<file path="src/rtl/core/gelu_tanh_fast_exp_defines.svh">
// assertion macros for the gelu tanh block
// needs a clock named clk and a reset named rst in the using module
`ifndef GELU_TANH_FAST_EXP_DEFINES_SVH
`define GELU_TANH_FAST_EXP_DEFINES_SVH
`ifndef SYNTH
`define GTE_ASSERT_IMPLY(label, ante, cons) \
  label: assert property (@(posedge clk) disable iff (rst) (ante) |-> (cons)) \
    else $error("assertion failed");
`define GTE_ASSERT_NEVER(label, cond) \
  label: assert property (@(posedge clk) !(cond)) else $error("assertion failed");
`else
`define GTE_ASSERT_IMPLY(label, ante, cons)
`define GTE_ASSERT_NEVER(label, cond)
`endif
`endif

</file>
<file path="src/rtl/core/gte_pkg.sv">
// shared types and q.24 constants for the gelu tanh pipeline
// no dependencies
package gte_pkg;
  localparam int Q = 24;
  localparam logic [23:0] K_SQRT2PI = 24'd13386282;
  localparam logic [19:0] K_CUBIC = 20'd750193;
  localparam logic [24:0] K_LOG2E = 25'd24204406;
  localparam logic [23:0] K_SLOPE = 24'd16648389;
  localparam logic [24:0] K_OFFSET = 25'd15889924;
  localparam int DIV_STEPS = 25;

  typedef logic [48:0] den_t;
  typedef logic [24:0] low_t;
  typedef logic [24:0] quo_t;

  typedef struct packed {
    logic        valid;
    logic        neg;
    logic        last;
    logic [23:0] mag;
  } side_t;
endpackage

</file>
<file path="src/rtl/core/gte_back.sv">
// tanh to gate factor, final product, rounding and saturation
// depends on gte_pkg
module gte_back (
  input  logic           clk,
  input  logic           rst,
  input  gte_pkg::side_t side_i,
  input  gte_pkg::quo_t  quo_i,
  output logic           done,
  output logic [23:0]    y_out,
  output logic           last_out
);
  import gte_pkg::*;

  side_t       b1, b2;
  logic [25:0] factor1;
  logic [25:0] ymag2;
  logic [50:0] p_y;
  logic [23:0] y_c;

  always_comb begin
    p_y = 51'(b1.mag) * 51'(factor1) + (51'd1 << Q);
    if (b2.neg) begin
      y_c = (ymag2 > 26'(24'd1 << 23)) ? 24'h800000 : (~ymag2[23:0] + 24'd1);
    end else begin
      y_c = (ymag2 > 26'h7FFFFF) ? 24'h7FFFFF : ymag2[23:0];
    end
  end

  always_ff @(posedge clk) begin
    if (rst) begin
      b1.valid <= 1'b0;
      b2.valid <= 1'b0;
      done <= 1'b0;
    end else begin
      b1.valid <= side_i.valid;
      b2.valid <= b1.valid;
      done <= b2.valid;
    end
    {b1.neg, b1.last, b1.mag} <= {side_i.neg, side_i.last, side_i.mag};
    {b2.neg, b2.last, b2.mag} <= {b1.neg, b1.last, b1.mag};
    // 1 + t with t = +-(1 - quo) reduces to quo or 2 - quo
    factor1 <= side_i.neg ? 26'(quo_i) : ((26'd1 << 25) - 26'(quo_i));
    ymag2 <= p_y[50:25];
    y_out <= y_c;
    last_out <= b2.last;
  end
endmodule

</file>
<file path="config.mk">
export PLATFORM = sky130hd
export DESIGN_NAME = gte_back
export DESIGN_NICKNAME = d
export VERILOG_FILES = /design/src/rtl/core/gelu_tanh_fast_exp_defines.svh /design/src/rtl/core/gte_pkg.sv /design/src/rtl/core/gte_back.sv
export SDC_FILE = /design/constraint.sdc
export NUM_CORES = 2
export LEC_CHECK = 0
export BUFFER_PORTS_ARGS = -buffer_cell sky130_fd_sc_hd__buf_4
export CELL_PAD_IN_SITES_DETAIL_PLACEMENT = 1
export CELL_PAD_IN_SITES_GLOBAL_PLACEMENT = 2
export CORE_ASPECT_RATIO = 1.75
export CORE_MARGIN = 4
export CORE_UTILIZATION = 40
export CTS_CLUSTER_SIZE = 16
export DETAILED_ROUTE_END_ITERATION = 8
export PLACE_DENSITY_LB_ADDON = 0.1
export SLEW_MARGIN = 20
export SYNTH_ARGS = -nofsm -noshare
export SYNTH_HDL_FRONTEND = slang
export SYNTH_SLANG_ARGS = --single-unit
</file>
<file path="constraint.sdc">
create_clock -name clk -period 10.2 [get_ports clk]
set_clock_uncertainty 0.05 [all_clocks]
set_input_delay 1.53 -clock clk [delete_from_list [all_inputs] [get_ports clk]]
set_output_delay 1.53 -clock clk [all_outputs]
set_load 0.005 [all_outputs]
</file>
==> run summary <==
crit path time final -> 8.39 ns
starting density of the core -> 40.3%
setup TNS -> 0 ns
largest net degree at the start of global routing -> 28
layout cell share with drive strength beyond 1 -> 6.12%
Clock Latency Late Sink -> 0.41 ns
CTS tree -> done
Distinct cells, synth -> 55
syn avg cell area -> 9.14 sq um
Netlist Area Pre-Place -> 23400 sq um
WP data arrival -> 8.64 ns
Net Count, Synth -> 3344
vias in the first global route -> 20346
Worst setup SP type -> flop
first-pass GRT wire length -> 118000 microns
Vias -> 17289
FILL cells -> 6743
synth cell count leaders -> inv_1, fa_1, nand2_1, and2_1, ha_1
run status -> complete, no violations
synth warn -> 0
number of synthesized flops with an enable pin -> 0
max_cap viols -> 0
top-count cell post-synth -> inv_1
Placed Area -> 24900 sq um
Max Freq -> 119 MHz
DRT Wirelength -> 77600 microns
Min-Delay Path Class -> flop to flop
prevailing post-synth register cell -> dfxtp_1
Placeable Area -> 58100 sq um
crit share post-route -> 82.2%
gr ovfl total -> 0
Vias/cell -> 5.15
drt drc -> 0
hpwl dp -> 64800 microns
hold_buf cts -> 0
Least-Margin Pin Slew -> 1.13 ns
Placed Cells -> 3340
Synth async-reset ratio -> 0%
Cell Rows -> 117
CP Capture Type -> flop
leading area contributor after synthesis -> fa_1
total CTS buffers -> 9
register bit total from synthesis -> 108
FF-to-FF setup slack -> 1.81 ns
CP required -> 10.45 ns
post-synth top area share -> 45.0%
starting DRC count in detailed routing -> 650
Final Instance Area -> 25200 sq um
Routed Antenna Nets -> 0
Die Ht -> 328 microns
DIE AREA -> 62600 sq um
pre-CTS WS -> 1.76 ns
area delta synth->final -> 7.64%
Final Hold Viols -> 0
TritonCTS Sinks -> 108
CP max FO -> 16
Cells after Synth -> 2562
setup bufs post-CTS -> 0
root buf cell -> clkbuf_16
final RePlAce weighted congestion -> 0.876
clock-pin slew on the worst setup and hold paths -> 0.09 ns
Port Buffer Count -> 79
CTS resizes -> 0
wire per inst -> 23.1 microns
H-tree levels -> 3
Area contributors post-synth -> fa_1, ha_1, inv_1
Max transition margin -> 24.6%
final setup margin -> 1.81 ns
Total Routing Usage GR -> 25.6%
Non-Filler Instances -> 3360
Setup violations, final -> 0
Top Ports -> 80
Total Nets Final -> 3360
Seq/Total Area, Yosys -> 9.24%
Slew Viols, Final -> 0
clock buffer depth -> 2
Detailed Routing Iterations Pass 1 -> 5
RSZ-0062 raised after global routing -> false
crit path kind -> flop to flop
antenna violations before repair -> 2
width of the die -> 191 microns
==> worst max-delay path, stage by stage (launching register included) <==
cell and delay, ns:
dfxtp_1 0.98, buf_4 0.32, and2_1 0.17, fa_1 0.40, inv_1 0.09, fa_1 0.43
fa_1 0.52, fa_1 0.52, inv_1 0.05, fa_1 0.50, fa_1 0.51, inv_1 0.05
fa_1 0.47, inv_1 0.04, ha_1 0.32, and4_1 0.25, and3_1 0.19, nand2_1 0.06
o31ai_1 0.82, o21ai_0 0.42, a2111oi_0 0.52, o31ai_1 0.20, nand2b_1 0.14, a21oi_1 0.09
xnor2_1 0.13
==> cell type report <==
class | count | area (sq um) | share of cell area (%)
clock inverter | 7 | 91.3 | 0.362
clock buffer | 9 | 225 | 0.894
timing repair buffer | 127 | 953 | 3.78
sequential | 108 | 2160 | 8.59
tap | 773 | 967 | 3.84
multi-input combinational | 1741 | 18600 | 73.7
inverter | 591 | 2220 | 8.80
antenna | 4 | 10.0 | 0.0397
==> cell families (layout without fill, tap and decap cells) <==
group,Yosys count,after routing,share of synthesized area (%)
multiplexers,1,1,0.0481
adder cells (fa/ha/maj),728,728,55.8
flip-flops,108,108,9.24
buffers and inverters,713,734,11.4
XOR/XNOR,50,50,1.87
AND/OR/NAND/NOR,802,802,17.2
AO/OA/AOI/OAI,160,160,4.43
other,0,4,0
==> per-stage QoR <==
step	utilization, %	hold WS, ns
after floorplan	-	0.260
after global placement	42.8	0.265
after detailed placement	42.8	0.264
after CTS	43.3	0.290
after global routing	43.3	0.301
final	43.4	0.286
==> cell usage in the layout (no fill, tap or decap), types with 10 or more instances in the layout <==
cell type  count
ha_1         202
and2_1       307
nor3_1        16
inv_1        591
nor2_1        39
xor2_1        30
nand2_1      367
nand3_1       14
o21ai_0       36
dfxtp_1      107
fa_1         526
xnor2_1       20
a31oi_1       10
a21o_1        15
buf_4        127
o311ai_1      11
a21oi_1       48
==> metal layers <==
layer	track usage (%)	vias up	part of all wire (%)
li1	-	7577	-
met1	24.7	9212	32
met2	50.6	319	58
met3	1.88	181	1.8
met4	16.8	0	7.8
met5	0	-	0
==> final timing paths <==
path / startpoint / endpoint / depth (start not counted)
worst max-delay path: factor1[20] / ymag2[22] / 24
worst min-delay path: b2[24] / last_out / 0
worst max register to register: factor1[20] / ymag2[22] / 24
worst min register to register: b2[24] / last_out / 0
==> state kept, by name, summed over array words and instances (netlist names) <==
name / flops
last_out: 1
ymag2: 26
b2: 3
factor1: 26
done: 1
y_out: 24
b1: 27
Power is not shown: default switching activity piles up to over one toggle a cycle in this logic, so the estimate is an artifact.
