**src/rtl/core/gelu_tanh_fast_exp_defines.svh**
```systemverilog
// assertion macros for the gelu tanh block
// needs a clock named clk and a reset named rst in the using module
`ifndef GELU_TANH_FAST_EXP_DEFINES_SVH
`define GELU_TANH_FAST_EXP_DEFINES_SVH
`ifndef SYNTH
`define GTE_ASSERT_IMPLY(label, ante, cons) \
  label: assert property (@(posedge clk) disable iff (rst) (ante) |-> (cons)) \
    else $error("assertion failed");
`define GTE_ASSERT_NEVER(label, cond) \
  label: assert property (@(posedge clk) !(cond)) else $error("assertion failed");
`else
`define GTE_ASSERT_IMPLY(label, ante, cons)
`define GTE_ASSERT_NEVER(label, cond)
`endif
`endif

```
**src/rtl/core/gte_pkg.sv**
```systemverilog
// shared types and q.24 constants for the gelu tanh pipeline
// no dependencies
package gte_pkg;
  localparam int Q = 24;
  localparam logic [23:0] K_SQRT2PI = 24'd13386282;
  localparam logic [19:0] K_CUBIC = 20'd750193;
  localparam logic [24:0] K_LOG2E = 25'd24204406;
  localparam logic [23:0] K_SLOPE = 24'd16648389;
  localparam logic [24:0] K_OFFSET = 25'd15889924;
  localparam int DIV_STEPS = 25;

  typedef logic [48:0] den_t;
  typedef logic [24:0] low_t;
  typedef logic [24:0] quo_t;

  typedef struct packed {
    logic        valid;
    logic        neg;
    logic        last;
    logic [23:0] mag;
  } side_t;
endpackage

```
**src/rtl/core/gte_div_stage.sv**
```systemverilog
// one restoring step of the pipelined reciprocal divider
// depends on gte_pkg
module gte_div_stage (
  input  logic           clk,
  input  logic           rst,
  input  gte_pkg::side_t side_i,
  input  gte_pkg::den_t  den_i,
  input  gte_pkg::den_t  rem_i,
  input  gte_pkg::low_t  low_i,
  input  gte_pkg::quo_t  quo_i,
  output gte_pkg::side_t side_o,
  output gte_pkg::den_t  den_o,
  output gte_pkg::den_t  rem_o,
  output gte_pkg::low_t  low_o,
  output gte_pkg::quo_t  quo_o
);
  import gte_pkg::*;

  logic [49:0] trial;
  logic [49:0] diff;
  logic        ge;

  always_comb begin
    trial = {rem_i, low_i[24]};
    diff  = trial - {1'b0, den_i};
    ge    = trial >= {1'b0, den_i};
  end

  always_ff @(posedge clk) begin
    if (rst) begin
      side_o.valid <= 1'b0;
    end else begin
      side_o.valid <= side_i.valid;
    end
    {side_o.neg, side_o.last, side_o.mag} <= {side_i.neg, side_i.last, side_i.mag};
    den_o <= den_i;
    rem_o <= ge ? diff[48:0] : trial[48:0];
    low_o <= {low_i[23:0], 1'b0};
    quo_o <= {quo_i[23:0], ge};
  end
endmodule

```
**config.mk**
```make
export PLATFORM = sky130hd
export DESIGN_NAME = gte_div_stage
export DESIGN_NICKNAME = d
export VERILOG_FILES = /design/src/rtl/core/gelu_tanh_fast_exp_defines.svh /design/src/rtl/core/gte_pkg.sv /design/src/rtl/core/gte_div_stage.sv
export SDC_FILE = /design/constraint.sdc
export NUM_CORES = 1
export LEC_CHECK = 0
export ABC_AREA = 1
export BUFFER_PORTS_ARGS = -buffer_cell sky130_fd_sc_hd__buf_2
export CAP_MARGIN = 20
export CORE_MARGIN = 3
export CORE_UTILIZATION = 40
export DETAILED_ROUTE_END_ITERATION = 16
export PLACE_DENSITY = 0.75
export SLEW_MARGIN = 25
export SYNTH_ARGS = -nofsm -noshare
export SYNTH_HDL_FRONTEND = slang
export SYNTH_SLANG_ARGS = --single-unit
```
**constraint.sdc**
```tcl
create_clock -name clk -period 3.5 [get_ports clk]
set_clock_uncertainty 0.1 [all_clocks]
set_input_delay 0.35 -clock clk [delete_from_list [all_inputs] [get_ports clk]]
set_output_delay 0.35 -clock clk [all_outputs]
set_load 0.1 [all_outputs]
```
==> results.json, run 1 <==
{
  "number_of_antenna_violations_at_the_first_check_in_global_routing": 0,
  "synthesis.nets": 1583,
  "cap_violations": 0,
  "post_synth_main_area_contributors": "sky130_fd_sc_hd__dfxtp_1 (39%), sky130_fd_sc_hd__nand2_1 (23%), sky130_fd_sc_hd__inv_1 (12%)",
  "route.antenna.remaining_nets": 0,
  "first_iter_violations": 545,
  "cp.arrival_ps": 3100,
  "synth_top_area_share": 0.392,
  "hold_class": "in -> reg",
  "die_w_um": 155,
  "num_vias": 9862,
  "syn_inst": 1356,
  "synth_sequential_area_ratio": 0.392,
  "finalSetupTns_ps": 0,
  "starting_density_of_the_core": 0.414,
  "min_period_over_period": 0.809,
  "slew_viol_final": 0,
  "overall_fraction_of_global_route_tracks_in_use": 0.285,
  "area_growth_pct": 43.4,
  "grt_first_pass_wirelength_um": 53600,
  "die_h_um": 155,
  "topRoutingLayerUsed": "met4",
  "critPathLaunch": "den_i[35]",
  "drtPass1Iterations": 5,
  "cells_resized_by_post_cts_repair": 0,
  "timing.critical_path.required_ps": 3770,
  "synth-seq-cells": 174,
  "fp.coreArea_sq_um": 21400,
  "relSlewSlack": 0.600,
  "startpoint_kind_of_the_worst_setup_timing_path": "input pin",
  "detail_route.wirelength_um": 34800,
  "register_area_sq_um": 3480,
  "detail_route.drc_violations": 0,
  "route.detailed.vias_per_inst": 4.65,
  "number_of_buffer_cells_added_on_primary_ports": 349,
  "met2RoutedLength_um": 17200,
  "report.final.hold_viol_count": 0,
  "layout_commonest_cell": "sky130_fd_sc_hd__nand2_1",
  "leakage_power_uw": 0.00754,
  "synth_area_sq_um": 8880,
  "first_global_vias": 10000,
  "nNetsFinal": 2061,
  "outcome": "complete, no violations",
  "finalHoldWorstSlack_ps": 46.0,
  "detailroute.wirelength.met3_um": 2080,
  "irDropWorstVdd_uv": 296,
  "worst_setup_path_end_kind": "flop",
  "tightestPinTransition_ps": 594,
  "worst_setup_hold_path_clk_slew_ps": 70,
  "pin_count_of_the_biggest_net_entering_global_routing": 50,
  "timing.critical_path.to": "rem_o[15]",
  "cts_root_buffer": "sky130_fd_sc_hd__clkbuf_16",
  "tritoncts": "built",
  "gp_routability_congestion": 0.947,
  "fillCellCount": 2026,
  "min_tclk_post_route_ps": 2830,
  "total_clock_buffers_created_by_cts": 17,
  "cts.htree.levels": 4,
  "syn_warnings": 0,
  "n_antenna_cell": 0,
  "max-clock-path-buffers": 2,
  "worstSetupPathType": "in -> reg",
  "multi_input_area_sq_um": 4180,
  "place.detailed.hpwl_um": 25600,
  "worstPathMaxFanout": 31,
  "globalRoute.totalOverflow": 0,
  "rsz0062_at_grt": "no",
  "clock.fmax_mhz": 353,
  "routed_length_per_placed_instance_um": 16.4,
  "cellPowerDensity_nw_per_um2": 541,
  "library_cell_occupying_the_most_area_in_the_post_synthesis_netlist": "sky130_fd_sc_hd__dfxtp_1",
  "dieArea_sq_um": 24000,
  "netlist-cell-type-count": 29,
  "most-common-layout-cells": "sky130_fd_sc_hd__nand2_1 (544), sky130_fd_sc_hd__buf_2 (349), sky130_fd_sc_hd__inv_1 (289)",
  "syn-mean-instance-area_sq_um": 6.55,
  "whs_path_depth": 3,
  "io-pin-count": 352,
  "drive_above_1_share": 0.216,
  "routedLengthMet1_um": 14600,
  "row_count": 53,
  "tritoncts_num_sinks": 174,
  "setup_viol": 0
}
registers in the layout, summed over array words and instances, names as in the netlist:
name and count:
rem_o 49, side_o 27, quo_o 25, den_o 49, low_o 24
routing by layer:
metal | vias to the layer above | track usage
li1 | 5012 | -
met1 | 4441 | 0.344
met2 | 344 | 0.513
met3 | 65 | 0.0515
met4 | 0 | 0.0875
met5 | - | 0
per-stage QoR:
stage	power (uW)	cell area, sq um	utilization	setup WS [ps]	instances
floorplan	4330	8880	-	1430	1356
global placement	4850	10900	0.509	811	1966
detailed placement	4870	10900	0.509	742	1966
CTS	6890	12700	0.594	666	2122
global route	7170	12700	0.594	383	2122
finish	6890	12700	0.594	670	2122
worst max-delay path, cell delays in order:
cell	delay [ps]
sky130_fd_sc_hd__dlygate4sd3_1	520
sky130_fd_sc_hd__buf_2	120
sky130_fd_sc_hd__inv_1	40
sky130_fd_sc_hd__ha_1	340
sky130_fd_sc_hd__nand2_1	130
sky130_fd_sc_hd__nor2_1	310
sky130_fd_sc_hd__nand2_1	190
sky130_fd_sc_hd__nor4_4	280
sky130_fd_sc_hd__nand3_2	150
sky130_fd_sc_hd__nand3_2	100
sky130_fd_sc_hd__buf_4	350
sky130_fd_sc_hd__nand2_1	100
sky130_fd_sc_hd__nand2_1	80
synthesized netlist by cell type:
library cell	n
sky130_fd_sc_hd__nand2_1	544
sky130_fd_sc_hd__inv_1	289
sky130_fd_sc_hd__dfxtp_1	174
sky130_fd_sc_hd__nor2_1	96
sky130_fd_sc_hd__nand4_1	60
sky130_fd_sc_hd__ha_1	49
sky130_fd_sc_hd__nand3_1	44
sky130_fd_sc_hd__a21oi_1	28
sky130_fd_sc_hd__xor2_1	25
sky130_fd_sc_hd__buf_4	9
sky130_fd_sc_hd__clkbuf_1	9
sky130_fd_sc_hd__nand3_2	3
sky130_fd_sc_hd__nor3_1	3
sky130_fd_sc_hd__nor4_1	3
sky130_fd_sc_hd__a21o_1	2
sky130_fd_sc_hd__buf_6	2
sky130_fd_sc_hd__inv_2	2
sky130_fd_sc_hd__nor2_2	2
sky130_fd_sc_hd__o21bai_1	2
sky130_fd_sc_hd__a21oi_2	1
sky130_fd_sc_hd__and2_1	1
sky130_fd_sc_hd__buf_2	1
sky130_fd_sc_hd__conb_1	1
sky130_fd_sc_hd__fa_1	1
sky130_fd_sc_hd__nand3b_1	1
sky130_fd_sc_hd__nand4_2	1
sky130_fd_sc_hd__nor3_2	1
sky130_fd_sc_hd__nor4_4	1
sky130_fd_sc_hd__or2_1	1
cell type report:
class	count	share of cell area
multi-input cells	870	0.328
flip-flops and latches	174	0.274
repair buffers	480	0.239
inverters	291	0.0858
clock buffers	18	0.0345
well taps	275	0.0270
clock inverters	14	0.0115
report_power, final:
group / leakage, uW / switching, uW / internal, uW
Sequential: 0.00147 / 48.9 / 2170
Clock: 0.000290 / 951 / 972
Combinational: 0.00579 / 2180 / 569
worst min-delay path by stage:
stage	to	startpoint	slack [ps]
CTS	side_o[26]	side_i[26]	20
global route	side_o[26]	side_i[26]	30
floorplan	den_o[0]	den_i[0]	280
global placement	side_o[21]	side_i[21]	350
detailed placement	side_o[20]	side_i[20]	350
finish	side_o[26]	side_i[26]	50
logic make-up after synthesis:
family	count (synthesis)	synth area share
AO/OA/AOI/OAI	33	0.0202
XOR/XNOR	25	0.0247
adder cells (fa/ha/maj)	50	0.0713
buffers and inverters	312	0.138
flip-flops	174	0.392
other	1	0.000422
AND/OR/NAND/NOR	761	0.353
what timing repair did:
item | in CTS | in global routing
hold buffers | 124 | 0
buffers inserted | 0 | 0
hold endpoints to repair | 124 | 0
(Power assumes the default switching activity.)
==> inputs of run 2 (changes only) <==
Settings changed: PLACE_DENSITY 0.75 to 0.78.
Clock period 3.5 ns to 2.5 ns, I/O delays scaled along.
==> run 2 against run 1 <==
Net effect: wire length increased by 4.2%; sequential power rose by 40%; setup slack got worse by 600 ps; final area up 9.4%; critical path type unchanged; highest routed layer unchanged; power rose by 46%; die area is the same; critical path depth increased by 3; largest cell class unchanged; worst hold slack worse by 32 ps; count of clock-buffer cells in the layout down 1; largest power group unchanged.
==> results.json, run 2 (synthesis results as in run 1) <==
{
  "place.detailed.hpwl_um": 25400,
  "drtPass1Iterations": 6,
  "min_tclk_post_route_ps": 2430,
  "total_clock_buffers_created_by_cts": 17,
  "route.antenna.remaining_nets": 0,
  "most-common-layout-cells": "sky130_fd_sc_hd__nand2_1 (520), sky130_fd_sc_hd__buf_2 (349), sky130_fd_sc_hd__inv_1 (289)",
  "drive_above_1_share": 0.259,
  "fillCellCount": 1815,
  "setup_viol": 0,
  "timing.critical_path.required_ps": 2780,
  "gp_routability_congestion": 0.919,
  "min_period_over_period": 0.973,
  "detail_route.wirelength_um": 36200,
  "tritoncts_num_sinks": 174,
  "cp.arrival_ps": 2710,
  "report.final.hold_viol_count": 0,
  "area_growth_pct": 56.8,
  "hold_class": "in -> reg",
  "rsz0062_at_grt": "yes",
  "timing.critical_path.to": "rem_o[14]",
  "worst_setup_hold_path_clk_slew_ps": 80,
  "critPathLaunch": "den_i[30]",
  "row_count": 53,
  "starting_density_of_the_core": 0.414,
  "die_h_um": 155,
  "first_global_vias": 10200,
  "num_vias": 10300,
  "finalNonFillerCells": 2202,
  "outcome": "complete, no violations",
  "first_iter_violations": 536,
  "dieArea_sq_um": 24000,
  "routed_length_per_placed_instance_um": 16.4,
  "cap_violations": 0,
  "register_area_sq_um": 3480,
  "overall_fraction_of_global_route_tracks_in_use": 0.287,
  "leakage_power_uw": 0.00797,
  "detail_route.drc_violations": 0,
  "pin_count_of_the_biggest_net_entering_global_routing": 50,
  "nNetsFinal": 2140,
  "layout_top_registers": "den_o (49), rem_o (49), side_o (27)",
  "max-clock-path-buffers": 2,
  "slew_viol_final": 0,
  "grt_first_pass_wirelength_um": 54100,
  "worst_setup_path_end_kind": "flop",
  "globalRoute.totalOverflow": 0,
  "dp_cells": 1994,
  "pre_cts_setup_slack_ps": 38.1,
  "startpoint_kind_of_the_worst_setup_timing_path": "input pin",
  "irDropWorstVdd_uv": 478,
  "number_of_antenna_violations_at_the_first_check_in_global_routing": 1,
  "worstSetupPathType": "in -> reg",
  "cts.htree.levels": 4,
  "cellPowerDensity_nw_per_um2": 722,
  "tightestPinTransition_ps": 550,
  "layout_setup_ws_ps": 67.4,
  "number_of_buffer_cells_added_on_primary_ports": 349,
  "relSlewSlack": 0.636,
  "worstPathMaxFanout": 25,
  "layout_commonest_cell": "sky130_fd_sc_hd__nand2_1",
  "die_w_um": 155,
  "finalSetupTns_ps": 0,
  "multi_input_area_sq_um": 4520,
  "route.detailed.vias_per_inst": 4.66,
  "cts_root_buffer": "sky130_fd_sc_hd__clkbuf_16",
  "clock.fmax_mhz": 411,
  "fp.coreArea_sq_um": 21400,
  "io-pin-count": 352,
  "tritoncts": "built"
}
## run 2: cell count changes in the layout (fill, tap and decap cells not counted), sizes merged
cell,before,now
inv,297,299
bufinv,0,1
clkinv,8,6
buf,356,387
diode,0,1
dlygate4sd3,124,171
## run 2: critical path, cell delays in order
cell                            delay (ps)
sky130_fd_sc_hd__dlygate4sd3_1         540
sky130_fd_sc_hd__buf_2                 120
sky130_fd_sc_hd__inv_1                  40
sky130_fd_sc_hd__ha_1                  350
sky130_fd_sc_hd__nand2_2               120
sky130_fd_sc_hd__nor2_1                 50
sky130_fd_sc_hd__buf_4                 150
sky130_fd_sc_hd__nand2_1               100
sky130_fd_sc_hd__inv_1                  50
sky130_fd_sc_hd__nand2_1                60
sky130_fd_sc_hd__nand2_1               110
sky130_fd_sc_hd__a21oi_4               190
sky130_fd_sc_hd__buf_4                 170
sky130_fd_sc_hd__buf_12                160
sky130_fd_sc_hd__nand4_1               120
sky130_fd_sc_hd__nand2_1               100
## run 2: worst min-delay path by stage
stage	startpoint	end	slack [ps]	cells after the start
after global placement	low_i[1]	low_o[2]	250	1
after floorplan	den_i[0]	den_o[0]	180	0
final	rem_i[21]	rem_o[22]	10	3
after detailed placement	side_i[0]	side_o[0]	250	1
after CTS	rem_i[23]	rem_o[24]	0.3	3
after global routing	rem_i[21]	rem_o[22]	1	3
## run 2: report_power, final
| group | switching, uW | internal [uW] | leakage [uW] |
|---|---|---|---|
| Combinational | 3120 | 958 | 0.00620 |
| Sequential | 69.8 | 3040 | 0.00147 |
| Clock | 1390 | 1470 | 0.000307 |
## run 2: repair_timing
| item | 4_1_cts | 5_1_grt |
|---|---|---|
| endpoints found under the hold margin | 170 | 0 |
| resized for setup | 0 | 81 |
| buffers inserted | 0 | 3 |
| setup endpoints to repair | 0 | 50 |
| hold buffers | 171 | 0 |
## run 2: metal layers
layer | vias to the layer above | wire length [um] | GRT usage
li1 | 5178 | - | -
met1 | 4633 | 14800 | 0.335
met2 | 370 | 18100 | 0.522
met3 | 76 | 2010 | 0.0545
met4 | 0 | 1290 | 0.105
met5 | - | 0 | 0
## run 2: cell type report
| cell class | count | share of cell area |
|---|---|---|
| Tap cell | 275 | 0.0247 |
| Multi-Input combinational cell | 870 | 0.325 |
| Clock buffer | 17 | 0.0306 |
| Antenna cell | 1 | 0.000180 |
| Timing Repair Buffer | 559 | 0.276 |
| Sequential cell | 174 | 0.250 |
| Inverter | 291 | 0.0785 |
| Clock inverter | 15 | 0.0149 |
## run 2: through the flow
stage	power (uW)	util	hold WS, ps	cell area [sq um]
6_report	10000	0.650	13.5	13900
5_1_grt	10500	0.650	0.980	13900
4_1_cts	9970	0.631	0.316	13500
3_5_place_dp	6880	0.522	254	11200
3_3_place_gp	6860	0.522	253	11200
2_1_floorplan	6060	-	178	8880
==> inputs of run 3 (changes only) <==
Settings changed: CELL_PAD_IN_SITES_DETAIL_PLACEMENT from default to 0, CELL_PAD_IN_SITES_GLOBAL_PLACEMENT from default to 1, CORE_UTILIZATION 40 to 30, PLACE_DENSITY 0.78 to 0.84.
Clock period 2.5 ns to 2.2 ns, I/O delays scaled along.
==> run 3 against run 2 <==
Net effect: non-clock buffer count rose by 90; die area rose by 32%; first-iteration DRC count fell by 16%; clock power rose by 9.8%; setup slack improved by 220 ps; final cell count rose by 9.1%; power rose by 13%; critical endpoint is now rem_o[28].
==> results.json, run 3 (synthesis results as in run 1) <==
{
  "outcome": "complete, no violations",
  "tritoncts": "built",
  "grt.met2_usage": 0.408,
  "startpoint_kind_of_the_worst_setup_timing_path": "input pin",
  "design_area_sq_um": 14300,
  "finalHoldWorstSlack_ps": 29.3,
  "max-clock-path-buffers": 2,
  "routed_length_per_placed_instance_um": 15.1,
  "cts.htree.levels": 4,
  "use_met1": 0.272,
  "cp.arrival_ps": 2160,
  "tightestPinTransition_ps": 546,
  "layout_setup_ws_ps": 286,
  "clock.fmax_mhz": 522,
  "min_tclk_post_route_ps": 1910,
  "die_h_um": 178,
  "first_global_vias": 10500,
  "tritoncts_num_sinks": 174,
  "total_clock_buffers_created_by_cts": 17,
  "place.detailed.hpwl_um": 27900,
  "grt_busiest_layer": "met2",
  "critPathLaunch": "den_i[0]",
  "area_growth_pct": 61.4,
  "dieArea_sq_um": 31700,
  "nNetsFinal": 2230,
  "hold_path_startpoint": "rem_i[45]",
  "cap_violations": 0,
  "die_w_um": 178,
  "io-pin-count": 352,
  "gp_routability_congestion": 0.953,
  "hold_class": "in -> reg",
  "number_of_antenna_violations_at_the_first_check_in_global_routing": 2,
  "timing.critical_path.required_ps": 2450,
  "cellPowerDensity_nw_per_um2": 794,
  "worst_setup_path_end_kind": "flop",
  "num_vias": 10300,
  "slew_viol_final": 0,
  "min_period_over_period": 0.870,
  "detail_route.drc_violations": 0,
  "pin_count_of_the_biggest_net_entering_global_routing": 36,
  "worstPathMaxFanout": 3,
  "setup_viol": 0,
  "fillCellCount": 2907,
  "row_count": 62,
  "placement.cell_area_sq_um": 12000,
  "route.antenna.remaining_nets": 0,
  "cells_resized_by_post_cts_repair": 0,
  "leakage_power_uw": 0.00835,
  "worstSetupPathType": "in -> reg",
  "grt_first_pass_wirelength_um": 54800,
  "fp.coreArea_sq_um": 28900,
  "overall_fraction_of_global_route_tracks_in_use": 0.225,
  "first_iter_violations": 449,
  "detail_route.wirelength_um": 36300,
  "rsz0062_at_grt": "no",
  "drtPass1Iterations": 5,
  "layout_commonest_cell": "sky130_fd_sc_hd__nand2_1",
  "drive_above_1_share": 0.258,
  "cts_root_buffer": "sky130_fd_sc_hd__clkbuf_16",
  "grt.met3_usage": 0.0396,
  "pre_cts_setup_slack_ps": -151,
  "number_of_buffer_cells_added_on_primary_ports": 349,
  "report.final.hold_viol_count": 0,
  "route.detailed.vias_per_inst": 4.28,
  "layout_top_registers": "den_o (49), rem_o (49), side_o (27)",
  "irDropWorstVdd_uv": 480,
  "most-common-layout-cells": "sky130_fd_sc_hd__nand2_1 (544), sky130_fd_sc_hd__buf_2 (349), sky130_fd_sc_hd__inv_1 (289)",
  "relSlewSlack": 0.638,
  "utilization_after_layout": 0.495,
  "globalRoute.totalOverflow": 0,
  "worst_setup_hold_path_clk_slew_ps": 70,
  "whs_path_depth": 4,
  "starting_density_of_the_core": 0.307
}
run 3: critical path: stages:
cell                      delay [ps]
sky130_fd_sc_hd__buf_2           110
sky130_fd_sc_hd__ha_1            180
sky130_fd_sc_hd__inv_1            80
sky130_fd_sc_hd__fa_1            210
sky130_fd_sc_hd__nand2_1          80
sky130_fd_sc_hd__a21oi_1         430
sky130_fd_sc_hd__nand3_1         130
sky130_fd_sc_hd__nand3_1         220
sky130_fd_sc_hd__nand3_1         210
sky130_fd_sc_hd__nand3_1         130
sky130_fd_sc_hd__nand2_1          60
sky130_fd_sc_hd__nand2_1          60
sky130_fd_sc_hd__nand2_1          40
run 3: where the power goes:
part | total, uW | leakage [uW] | internal (uW) | switching [uW]
combinational | 4710 | 0.00660 | 1190 | 3530
clock | 3140 | 0.000287 | 1740 | 1400
sequential | 3530 | 0.00147 | 3450 | 73.8
total | 11400 | 0.00835 | 6380 | 5000
run 3: worst paths after layout:
kind | endpoint | slack (ps)
setup / recovery | rem_o[28] | 290
hold / removal | rem_o[46] | 30
run 3: timing repair:
item                      CTS  global route
hold endpoints to repair  168             0
hold buffers              169             0
setup buffers               0             0
run 3: metal layers:
metal,share of wire,wire [um],vias to the layer above
li1,-,-,5359
met1,0.44,16000,4622
met4,0.021,744,0
met3,0.051,1840,38
met2,0.49,17600,272
met5,0,0,-
run 3: cell type report:
cell class                 count  area [sq um]  share of cell area
timing repair buffer         649          4480               0.313
antenna                        2          5.00            0.000349
sequential                   174          3480               0.243
clock buffer                  20           447              0.0312
multi-input combinational    870          4180               0.292
clock inverter                12           153              0.0107
tap                          384           480              0.0335
inverter                     291          1090              0.0763
run 3: per-stage QoR:
| stage | std cells | power [uW] | setup TNS [ps] |
|---|---|---|---|
| 3_3_place_gp | 2199 | 8060 | -4730 |
| 6_report | 2402 | 11400 | 0 |
| 2_1_floorplan | 1356 | 6890 | 0 |
| 4_1_cts | 2400 | 11500 | 0 |
| 3_5_place_dp | 2199 | 8080 | -4830 |
| 5_1_grt | 2402 | 11900 | 0 |
